===== src/hdl/pps_pkg.sv =====
// Shared types, codes and defaults for the per-pixel spectrum histogram.
// No dependencies.
package pps_pkg;

  localparam int NUM_PIXELS_DEF  = 256;
  localparam int NUM_BINS_DEF    = 64;
  localparam int LUT_DEPTH_DEF   = 4096;
  localparam int COUNT_WIDTH_DEF = 32;

  localparam int PIX_W    = 8;
  localparam int SAMPLE_W = 16;
  localparam int TOFF_W   = 12;
  localparam int BIN_W    = 7;
  localparam int OUT_CNT_W = 32;

  localparam int CFG_DATA_W = 17;
  localparam int CFG_IDX_W  = 2;

  localparam logic [CFG_IDX_W-1:0] CFG_ADU_MIN     = 2'd0;
  localparam logic [CFG_IDX_W-1:0] CFG_ADU_MAX     = 2'd1;
  localparam logic [CFG_IDX_W-1:0] CFG_BINS_IN_USE = 2'd2;

  localparam logic [15:0] ADU_MIN_RST     = 16'd0;
  localparam logic [16:0] ADU_MAX_RST     = 17'd4096;
  localparam logic [6:0]  BINS_IN_USE_RST = 7'd64;

  typedef enum logic [1:0] {
    OP_ACCUM     = 2'd0,
    OP_TBL_WRITE = 2'd1,
    OP_READ      = 2'd2,
    OP_CLEAR     = 2'd3
  } opcode_t;

  typedef enum logic [2:0] {
    STS_COUNTED     = 3'd0,
    STS_OUTSIDE     = 3'd1,
    STS_UNUSED      = 3'd2,
    STS_TBL_WRITTEN = 3'd3,
    STS_READ        = 3'd4,
    STS_CLEARED     = 3'd5,
    STS_BAD_INDEX   = 3'd6
  } status_t;

  typedef struct packed {
    logic [15:0] adu_min;
    logic [16:0] adu_max;
    logic [6:0]  bins_in_use;
  } cfg_regs_t;

  typedef struct packed {
    status_t              status;
    logic [OUT_CNT_W-1:0] count;
  } result_t;

endpackage


===== src/hdl/pps_ctrl.sv =====
// Sequencer: decodes items, runs the table lookup and count read-modify-write,
// clears the count memory after reset. Depends on pps_pkg.
module pps_ctrl
  import pps_pkg::*;
#(
  parameter int NUM_PIXELS  = NUM_PIXELS_DEF,
  parameter int NUM_BINS    = NUM_BINS_DEF,
  parameter int LUT_DEPTH   = LUT_DEPTH_DEF,
  parameter int COUNT_WIDTH = COUNT_WIDTH_DEF,
  localparam int CNT_DEPTH  = NUM_PIXELS * NUM_BINS,
  localparam int CAW        = $clog2(CNT_DEPTH),
  localparam int LAW        = $clog2(LUT_DEPTH)
) (
  input  logic                   clk,
  input  logic                   rst_n,
  input  logic                   start,
  output logic                   busy,
  input  logic [1:0]             in_opcode,
  input  logic [PIX_W-1:0]       in_pixel_index,
  input  logic [SAMPLE_W-1:0]    in_sample_value,
  input  logic [TOFF_W-1:0]      in_table_offset,
  input  logic [BIN_W-1:0]       in_bin_index,
  input  cfg_regs_t              cfg,
  output logic                   lut_we,
  output logic [LAW-1:0]         lut_waddr,
  output logic [BIN_W-1:0]       lut_wdata,
  output logic [LAW-1:0]         lut_raddr,
  input  logic [BIN_W-1:0]       lut_rdata,
  output logic                   cnt_we,
  output logic [CAW-1:0]         cnt_waddr,
  output logic [COUNT_WIDTH-1:0] cnt_wdata,
  output logic [CAW-1:0]         cnt_raddr,
  input  logic [COUNT_WIDTH-1:0] cnt_rdata,
  output logic                   res_valid,
  output result_t                res
);

  typedef enum logic [3:0] {
    ST_CLEAR = 4'b0001,
    ST_IDLE  = 4'b0010,
    ST_LUT   = 4'b0100,
    ST_CNT   = 4'b1000
  } state_t;

  state_t           state_r, state_nxt;
  opcode_t          op_r, op_nxt;
  logic [PIX_W-1:0] pix_r, pix_nxt;
  logic [CAW-1:0]   cnt_addr_r, cnt_addr_nxt;
  logic [CAW-1:0]   clr_addr_r, clr_addr_nxt;
  logic             res_valid_r, res_valid_nxt;
  result_t          res_r, res_nxt;

  opcode_t             in_op;
  logic [PIX_W-1:0]    addr_pix;
  logic [BIN_W-1:0]    addr_bin;
  logic [CAW-1:0]      cnt_addr_calc;
  logic [SAMPLE_W-1:0] offset;
  logic                pix_bad, toff_bad, bidx_bad, outside, lut_bin_bad;

  assign in_op    = opcode_t'(in_opcode);
  assign offset   = in_sample_value - cfg.adu_min;
  assign pix_bad  = 32'(in_pixel_index) >= 32'(NUM_PIXELS);
  assign toff_bad = 32'(in_table_offset) >= 32'(LUT_DEPTH);
  assign bidx_bad = 32'(in_bin_index) >= 32'(NUM_BINS);
  assign outside  = (in_sample_value < cfg.adu_min) ||
                    ({1'b0, in_sample_value} >= cfg.adu_max) ||
                    (32'(offset) >= 32'(LUT_DEPTH));
  assign lut_bin_bad = (32'(lut_rdata) >= 32'(cfg.bins_in_use)) ||
                       (32'(lut_rdata) >= 32'(NUM_BINS));

  assign addr_pix      = (state_r == ST_IDLE) ? in_pixel_index : pix_r;
  assign addr_bin      = (state_r == ST_IDLE) ? in_bin_index : lut_rdata;
  assign cnt_addr_calc = CAW'(addr_pix) * CAW'(NUM_BINS) + CAW'(addr_bin);

  assign busy      = (state_r != ST_IDLE);
  assign res_valid = res_valid_r;
  assign res       = res_r;

  always_comb begin
    state_nxt     = state_r;
    op_nxt        = op_r;
    pix_nxt       = pix_r;
    cnt_addr_nxt  = cnt_addr_r;
    clr_addr_nxt  = clr_addr_r;
    res_valid_nxt = 1'b0;
    res_nxt       = res_r;
    lut_we        = 1'b0;
    lut_waddr     = LAW'(in_table_offset);
    lut_wdata     = in_bin_index;
    lut_raddr     = offset[LAW-1:0];
    cnt_we        = 1'b0;
    cnt_waddr     = cnt_addr_r;
    cnt_wdata     = '0;
    cnt_raddr     = cnt_addr_calc;

    unique case (state_r)
      ST_CLEAR: begin
        cnt_we    = 1'b1;
        cnt_waddr = clr_addr_r;
        if (clr_addr_r == CAW'(CNT_DEPTH - 1)) begin
          state_nxt = ST_IDLE;
        end else begin
          clr_addr_nxt = clr_addr_r + 1'b1;
        end
      end
      ST_IDLE: begin
        if (start) begin
          op_nxt        = in_op;
          pix_nxt       = in_pixel_index;
          cnt_addr_nxt  = cnt_addr_calc;
          res_valid_nxt = 1'b1;
          res_nxt.count = '0;
          unique case (in_op)
            OP_TBL_WRITE: begin
              if (toff_bad) begin
                res_nxt.status = STS_BAD_INDEX;
              end else begin
                lut_we         = 1'b1;
                res_nxt.status = STS_TBL_WRITTEN;
              end
            end
            OP_ACCUM: begin
              if (pix_bad) begin
                res_nxt.status = STS_BAD_INDEX;
              end else if (outside) begin
                res_nxt.status = STS_OUTSIDE;
              end else begin
                res_valid_nxt = 1'b0;
                state_nxt     = ST_LUT;
              end
            end
            OP_READ: begin
              if (pix_bad || bidx_bad) begin
                res_nxt.status = STS_BAD_INDEX;
              end else begin
                res_valid_nxt = 1'b0;
                state_nxt     = ST_CNT;
              end
            end
            OP_CLEAR: begin
              if (pix_bad || bidx_bad) begin
                res_nxt.status = STS_BAD_INDEX;
              end else begin
                cnt_we         = 1'b1;
                cnt_waddr      = cnt_addr_calc;
                res_nxt.status = STS_CLEARED;
              end
            end
            default: res_nxt.status = STS_BAD_INDEX;
          endcase
        end
      end
      ST_LUT: begin
        cnt_addr_nxt = cnt_addr_calc;
        if (lut_bin_bad) begin
          res_valid_nxt  = 1'b1;
          res_nxt.status = STS_UNUSED;
          res_nxt.count  = '0;
          state_nxt      = ST_IDLE;
        end else begin
          state_nxt = ST_CNT;
        end
      end
      ST_CNT: begin
        state_nxt     = ST_IDLE;
        res_valid_nxt = 1'b1;
        if (op_r == OP_READ) begin
          res_nxt.status = STS_READ;
          res_nxt.count  = OUT_CNT_W'(cnt_rdata);
        end else begin
          cnt_we         = 1'b1;
          cnt_wdata      = (&cnt_rdata) ? cnt_rdata : cnt_rdata + 1'b1;
          res_nxt.status = STS_COUNTED;
          res_nxt.count  = '0;
        end
      end
      default: state_nxt = ST_IDLE;
    endcase
  end

  always_ff @(posedge clk) begin
    if (!rst_n) begin
      state_r     <= ST_CLEAR;
      clr_addr_r  <= '0;
      res_valid_r <= 1'b0;
      op_r        <= OP_ACCUM;
    end else begin
      state_r     <= state_nxt;
      clr_addr_r  <= clr_addr_nxt;
      res_valid_r <= res_valid_nxt;
      op_r        <= op_nxt;
    end
  end

  always_ff @(posedge clk) begin
    pix_r      <= pix_nxt;
    cnt_addr_r <= cnt_addr_nxt;
    res_r      <= res_nxt;
  end

endmodule


===== config.mk =====
export PLATFORM = sky130hd
export DESIGN_NAME = pps_ctrl
export DESIGN_NICKNAME = d
export VERILOG_FILES = /design/src/hdl/pps_pkg.sv /design/src/hdl/pps_ctrl.sv
export SDC_FILE = /design/constraint.sdc
export NUM_CORES = 1
export LEC_CHECK = 0
export ABC_AREA = 1
export BUFFER_PORTS_ARGS = -buffer_cell sky130_fd_sc_hd__clkbuf_2
export CORE_MARGIN = 4
export CORE_UTILIZATION = 40
export DETAILED_ROUTE_END_ITERATION = 10
export PLACE_DENSITY = 0.65
export SYNTH_ARGS = -nofsm -noshare
export SYNTH_HDL_FRONTEND = slang
export SYNTH_SLANG_ARGS = --single-unit

===== constraint.sdc =====
create_clock -name clk -period 7.5 [get_ports clk]
set_input_delay 1.125 -clock clk [delete_from_list [all_inputs] [get_ports clk]]
set_output_delay 1.125 -clock clk [all_outputs]
set_load 0.005 [all_outputs]

# Word level (Yosys, flattened, before mapping)
# Cells that the tools add are included.
[totals]
reg_bits = 78
latchBits = 0
ramBits = 0
romBits = 0
in_bits = 127
out_inout_bits = 130
elab_cells = 90
n_memories = 0
[classes]
addsub = 4
multipliers = 0
div_mod_pow = 0
n_lt_le_gt_ge = 6
n_eq_ne = 18
shifts = 0
muxes = 40
n_bitwise = 1
n_reduce_logical = 13
[op_table]
columns = ["cell", "count"]
rows = [
  ["$mux W35", 3],
  ["$pmux W35 S3", 1],
  ["$mux W32", 3],
  ["$mux W14", 4],
  ["$pmux W14 S2", 2],
  ["$add A32 B1 Y32 const B", 1],
  ["$reduce_and A32 Y1", 1],
  ["$mux W4", 5],
  ["$ge A16 B17 Y1", 1],
  ["$ge A16 B13 Y1 const B", 1],
  ["$lt A16 B16 Y1", 1],
  ["$sub A16 B16 Y16", 1],
  ["$add A14 B1 Y14 const B", 1],
  ["$add A14 B7 Y14", 1],
  ["$eq A14 B14 Y1 const B", 1],
  ["$ge A7 B7 Y1 const B", 2],
  ["$ne A3 B3 Y1 const B", 4],
  ["$pmux W3 S4", 1],
  ["$pmux W4 S3", 1],
  ["$mux W1", 11],
  ["$reduce_and A5 Y1", 2],
  ["$mux W8", 1],
  ["$pmux W4 S2", 1],
  ["$ge A7 B7 Y1", 1],
  ["21 further kinds", 31],
]

# Logic depth before layout (Yosys ltp)
[depth]
ltp_word = 7
ltp_mapped = 18
ltp_nobuf = 18

# Worst setup path after synthesis
# No wires, ideal clock.
[synth_timing]
path_type = "input to register"
start = "input port cfg[2] in the netlist's numbering"
end = "register res_r, in the netlist res[32] (enable)"
setup_time_ns = 0.304
arrival_ns = 3.636
required_time_ns = 7.196
path_slack_ns = 3.560
stages = 10
n_path_buf = 0
cell_sequence = "inv_1 ha_1 nand2_1 o21ai_0 nand4_1 nand4_1 o22ai_1 nor2_1 nand2_1 inv_1"
[synth_via]
elab_chain_cells = 4
[synth_rtl]
columns = ["element", "line_no", "rtl"]
rows = [
  ["start: declaration", "pps_ctrl.sv:23", "input cfg_regs_t cfg,"],
  ["$ge A7 B7 Y1", "pps_ctrl.sv:68", "assign lut_bin_bad = (32'(lut_rdata) >= 32'(cfg.bins_in_use)) ||"],
  ["$logic_or A1 B1 Y1", "pps_ctrl.sv:68", ""],
  ["$ne A2 B2 Y1 (no source line)", "--", ""],
  ["$reduce_and A5 Y1 (no source line)", "--", ""],
  ["end signal: assignment", "pps_ctrl.sv:198", "res_r <= res_nxt;"],
  ["end: declaration", "pps_ctrl.sv:51", "result_t res_r, res_nxt;"],
]
# Every way passes these cells.
# A chain may end at the register's enable or synchronous reset.

# Final worst setup path
[layout_timing]
start = "register state_r[2]"
end = "output port cnt_waddr[4]"
[layout_via]
elab_chain_cells = 7
elab_cells_between_ends = 8
cone_classes = "add/sub (1); eq/ne (2); mux (5)"
[layout_rtl]
columns = ["element", "line_no", "rtl"]
rows = [
  ["start: declaration", "pps_ctrl.sv:45", "state_t state_r, state_nxt;"],
  ["start signal: assignment", "pps_ctrl.sv:188", "state_r <= state_nxt;"],
  ["$eq A4 B2 Y1", "pps_ctrl.sv:72, pps_ctrl.sv:96", ""],
  ["$mux W7", "pps_ctrl.sv:72", "assign addr_bin = (state_r == ST_IDLE) ? in_bin_index : lut_rdata;"],
  ["$add A14 B7 Y14", "pps_ctrl.sv:73", "assign cnt_addr_calc = CAW'(addr_pix) * CAW'(NUM_BINS) + CAW'(addr_bin);"],
  ["$mux W14", "pps_ctrl.sv:141", "if (pix_bad || bidx_bad) begin"],
  ["$mux W14", "pps_ctrl.sv:113", "unique case (in_op)"],
  ["$mux W14", "pps_ctrl.sv:107", "if (start) begin"],
  ["$pmux W14 S2 *", "pps_ctrl.sv:96", "unique case (state_r)"],
  ["end: declaration", "pps_ctrl.sv:30", "output logic [CAW-1:0] cnt_waddr,"],
]
# Every way passes the cells marked *; elsewhere a longest branch is shown, timed or not.

==> results.py <==
metrics = {
    "sta": {
        "fmax_ghz": 0.212,
        "skew_ps": 10.2,
        "setup_slack_ps": 2790,
        "slew_viol_final": 0,
        "max_slew_margin_pct": 27.5,
        "min_period_ps": 4710,
        "worstMarginPinSlew_ps": 1080,
        "setup_viol": 0,
        "grt_setup_unrepaired": "no",
        "tns_ps": 0,
        "report.final.hold_viol_count": 0,
        "min_period_over_period_pct": 62.8,
    },
    "power": {
        "finalPower_mw": 1.19,
        "p_per_area_mw_per_mm2": 146,
        "peakVddDrop_mv": 0.102,
        "switchingPower_mw": 0.360,
        "power_frac_seq_pct": 40.1,
        "power_frac_clock_pct": 35.1,
        "leakage_nw": 4.20,
        "p_sw_share_pct": 30.3,
        "comb_power_share_pct": 24.8,
        "internal-power_mw": 0.826,
    },
    "setup_path": {
        "path_class": "reg2out",
        "crit_arrival_ps": 3590,
        "rr_worst_depth": 7,
        "slowest_delay_ps": 890,
        "path_delay_family": "simple AND/OR/NAND/NOR gates",
        "endpoint_kind": "output port",
        "worstReg2RegStart": "state_r[2]",
        "path_cells": "nor2_1 > nand3_1 > nor2_1 > inv_1 > nor2_2 > nor2_1 > nand2_1 > o221ai_1 > clkbuf_2",
        "critPathSlowestCell": "nor2_1",
        "path_buf_inv": 2,
        "startpoint_type": "flop",
        "crit_fanout": 22,
        "ff2ff_setup_slack_ps": 4010,
        "cp.required_ps": 6380,
        "reg2reg_to": "res[34]",
        "path_common_cell": "nor2_1",
        "cp.depth": 9,
    },
    "synthesis": {
        "ys_seq_area_share_pct": 32.4,
        "synth_nets": 1112,
        "syn_inst": 941,
        "async_flop_share_pct": 0,
        "synthDistinctLibCells": 54,
        "ys_ff_latch": 78,
        "synth-edff-count": 57,
        "avgSynthCellArea_sq_um": 6.99,
        "syn-cell-area_sq_mm": 0.00658,
        "synthFlopType": "edfxtp_1",
        "ys_warn_count": 0,
    },
    "worst_hold_path": {
        "hold_path_class": "reg2reg",
        "hold_start": "op_r[1]",
        "min_to": "op_r[1]",
        "whs_path_depth": 2,
    },
    "floorplan": {
        "fp.dieH_um": 136,
        "ios": 257,
        "start_util_pct": 41.1,
        "rows": 46,
        "die_w_um": 136,
        "core-area_sq_mm": 0.0160,
        "dieArea_sq_mm": 0.0186,
    },
    "cells_and_area": {
        "final_cells": 1374,
        "drive_above_1_share_pct": 24.4,
        "nNetsFinal": 1324,
        "diodes": 0,
        "syn_to_final_growth_pct": 23.2,
        "fillers": 1664,
    },
    "clocking": {
        "clockBufferDepth": 2,
        "postCtsHoldBufs": 0,
        "post_cts_buffers": 0,
        "root_buffer": "clkbuf_16",
        "cts_made_buffers": 9,
        "clk-insertion-delay-late_ps": 340,
        "cts_resized": 0,
        "cts.sinks": 78,
        "cts_tree": "yes",
        "clk_pin_slew_worst_paths_ps": 60,
        "h-tree-depth": 3,
    },
    "route": {
        "post-route-drc-count": 0,
        "first_iter_violations": 427,
        "via_count": 6718,
        "viasPerCell": 4.89,
        "wl_per_cell_um": 14.6,
        "firstDrtPassIters": 7,
        "antenna_left": 0,
        "routed_wl_um": 20000,
    },
    "place": {
        "dp_hpwl_um": 16800,
        "place.gp.congestion": 0.999,
        "portBuffers": 232,
        "dp_cells": 1358,
        "dp_worst_setup_slack_ps": 3100,
    },
    "global_routing": {
        "antenna_found_initial": 0,
        "grt.total_usage_pct": 21.0,
        "grt_pass1_wl_um": 31000,
        "grt_pass1_vias": 6287,
        "grt-ovfl-total": 0,
        "grt_max_degree": 34,
    },
    "run": {
        "drv_cap": 0,
    },
    "outcome": {
        "status": "finished clean",
    },
}
Yosys cell counts (4+ instances only):
cell | instances | area, sq um
a211oi_1 | 6 | 45.0
a21oi_1 | 51 | 255
a31oi_1 | 7 | 43.8
and2_1 | 5 | 31.3
buf_2 | 5 | 25.0
buf_4 | 21 | 158
clkbuf_1 | 5 | 18.8
dfxtp_1 | 21 | 420
edfxtp_1 | 57 | 1710
ha_1 | 43 | 538
inv_1 | 179 | 672
nand2_1 | 238 | 893
nand3_1 | 23 | 115
nand4_1 | 16 | 100
nor2_1 | 112 | 420
nor2_2 | 4 | 25.0
nor3_1 | 26 | 130
nor3_2 | 4 | 40.0
nor4_1 | 6 | 37.5
o211ai_1 | 4 | 30.0
o21ai_0 | 24 | 120
o221ai_1 | 8 | 70.1
xnor2_1 | 4 | 35.0
xor2_1 | 28 | 245
cells by family after synthesis:
group                    after synthesis  share of synthesized area [%]
AO/OA/AOI/OAI                        114                           10.4
XOR/XNOR                              32                           4.26
adder cells (fa/ha/maj)               44                           8.48
buffers and inverters                216                           13.7
flip-flops                            78                           32.4
multiplexers                           1                          0.152
AND/OR/NAND/NOR                      456                           30.7
flip-flops by register name, indices dropped and copies added (netlist names):
name and flops:
state_r 4, clr_addr_r 14, cnt_addr_r 14, op_r 2, pix_r 8, res_valid 1, res 35
placed cells by master, fill, tap and decap left out, types with 2 or more instances in the layout:
| cell type | synthesis | layout |
|---|---|---|
| o21ai_1 | 2 | 2 |
| nand4_1 | 16 | 16 |
| dfxtp_1 | 21 | 21 |
| clkbuf_8 | 0 | 2 |
| clkinv_1 | 1 | 2 |
| o211ai_1 | 4 | 4 |
| nor2_2 | 4 | 4 |
| and2_1 | 5 | 5 |
| nor4_4 | 2 | 2 |
| clkbuf_16 | 0 | 9 |
| ha_1 | 43 | 43 |
| clkbuf_2 | 0 | 232 |
| o221ai_1 | 8 | 8 |
| nand3_1 | 23 | 23 |
| o21a_1 | 2 | 2 |
| xnor2_1 | 4 | 4 |
| nand2_1 | 238 | 238 |
| nor4_2 | 2 | 2 |
| nand3b_1 | 2 | 2 |
| nor2_1 | 112 | 111 |
| inv_2 | 3 | 3 |
| a31oi_1 | 7 | 7 |
| a211oi_1 | 6 | 6 |
| nand2_2 | 3 | 3 |
| edfxtp_1 | 57 | 57 |
| nor3_1 | 26 | 26 |
| a21oi_1 | 51 | 51 |
| xor2_1 | 28 | 28 |
| or2_2 | 2 | 2 |
| inv_1 | 179 | 179 |
| nor3_2 | 4 | 4 |
| nor2_4 | 3 | 4 |
| o21ai_0 | 24 | 24 |
| nor4_1 | 6 | 6 |
| clkinv_4 | 0 | 2 |
| nand3_2 | 2 | 2 |
| a22oi_1 | 2 | 2 |
area by class of cell:
cell class              instances  area (sq um)  share of cell area, %
clock buffers                  11           253                   3.12
repair buffers                233          1170                   14.4
well taps                     216           270                   3.33
clock inverters                 5          33.8                  0.417
multi-input cells             647          3560                   43.9
flip-flops and latches         78          2130                   26.3
inverters                     184           693                   8.55
metal layers:
layer	track usage (%)	part of all wire, %	vias up
met5	0	0	-
met4	7.22	2.2	0
met3	3.26	6.8	29
met2	33.7	46	257
met1	28.8	45	2982
li1	-	-	3450
worst max-delay path by stage:
stage	from	end	slack [ps]
floorplan	cfg[2]	res[32]	3560
global placement	state_r[2]	cnt_waddr[4]	3160
detailed placement	state_r[2]	cnt_waddr[4]	3100
CTS	state_r[2]	cnt_waddr[4]	2730
global route	state_r[2]	cnt_waddr[4]	2390
finish	state_r[2]	cnt_waddr[4]	2790
tightest hold or removal path: cells and delay by family (launching register included):
kind                   cells  cell delay (ps)
AO/OA/AOI/OAI              1               60
buffers and inverters      1               60
flip-flops                 1              300
power by group through the flow:
stage	Combinational [mW]	Sequential (mW)	Clock, mW
finish	0.294	0.475	0.416
global route	0.336	0.476	0.440
detailed placement	0.294	0.484	0
CTS	0.296	0.475	0.424
floorplan	0.182	0.484	0
global placement	0.294	0.484	0
per-stage QoR:
step / utilization, % / cell area (sq um) / hold WS (ps)
finish: 50.7 / 8110 / 462
global route: 50.7 / 8110 / 481
CTS: 50.7 / 8110 / 464
detailed placement: 48.9 / 7820 / 456
global placement: 48.9 / 7820 / 447
floorplan: - / 6580 / 430
Note: power is estimated with default switching activity, not from simulation.
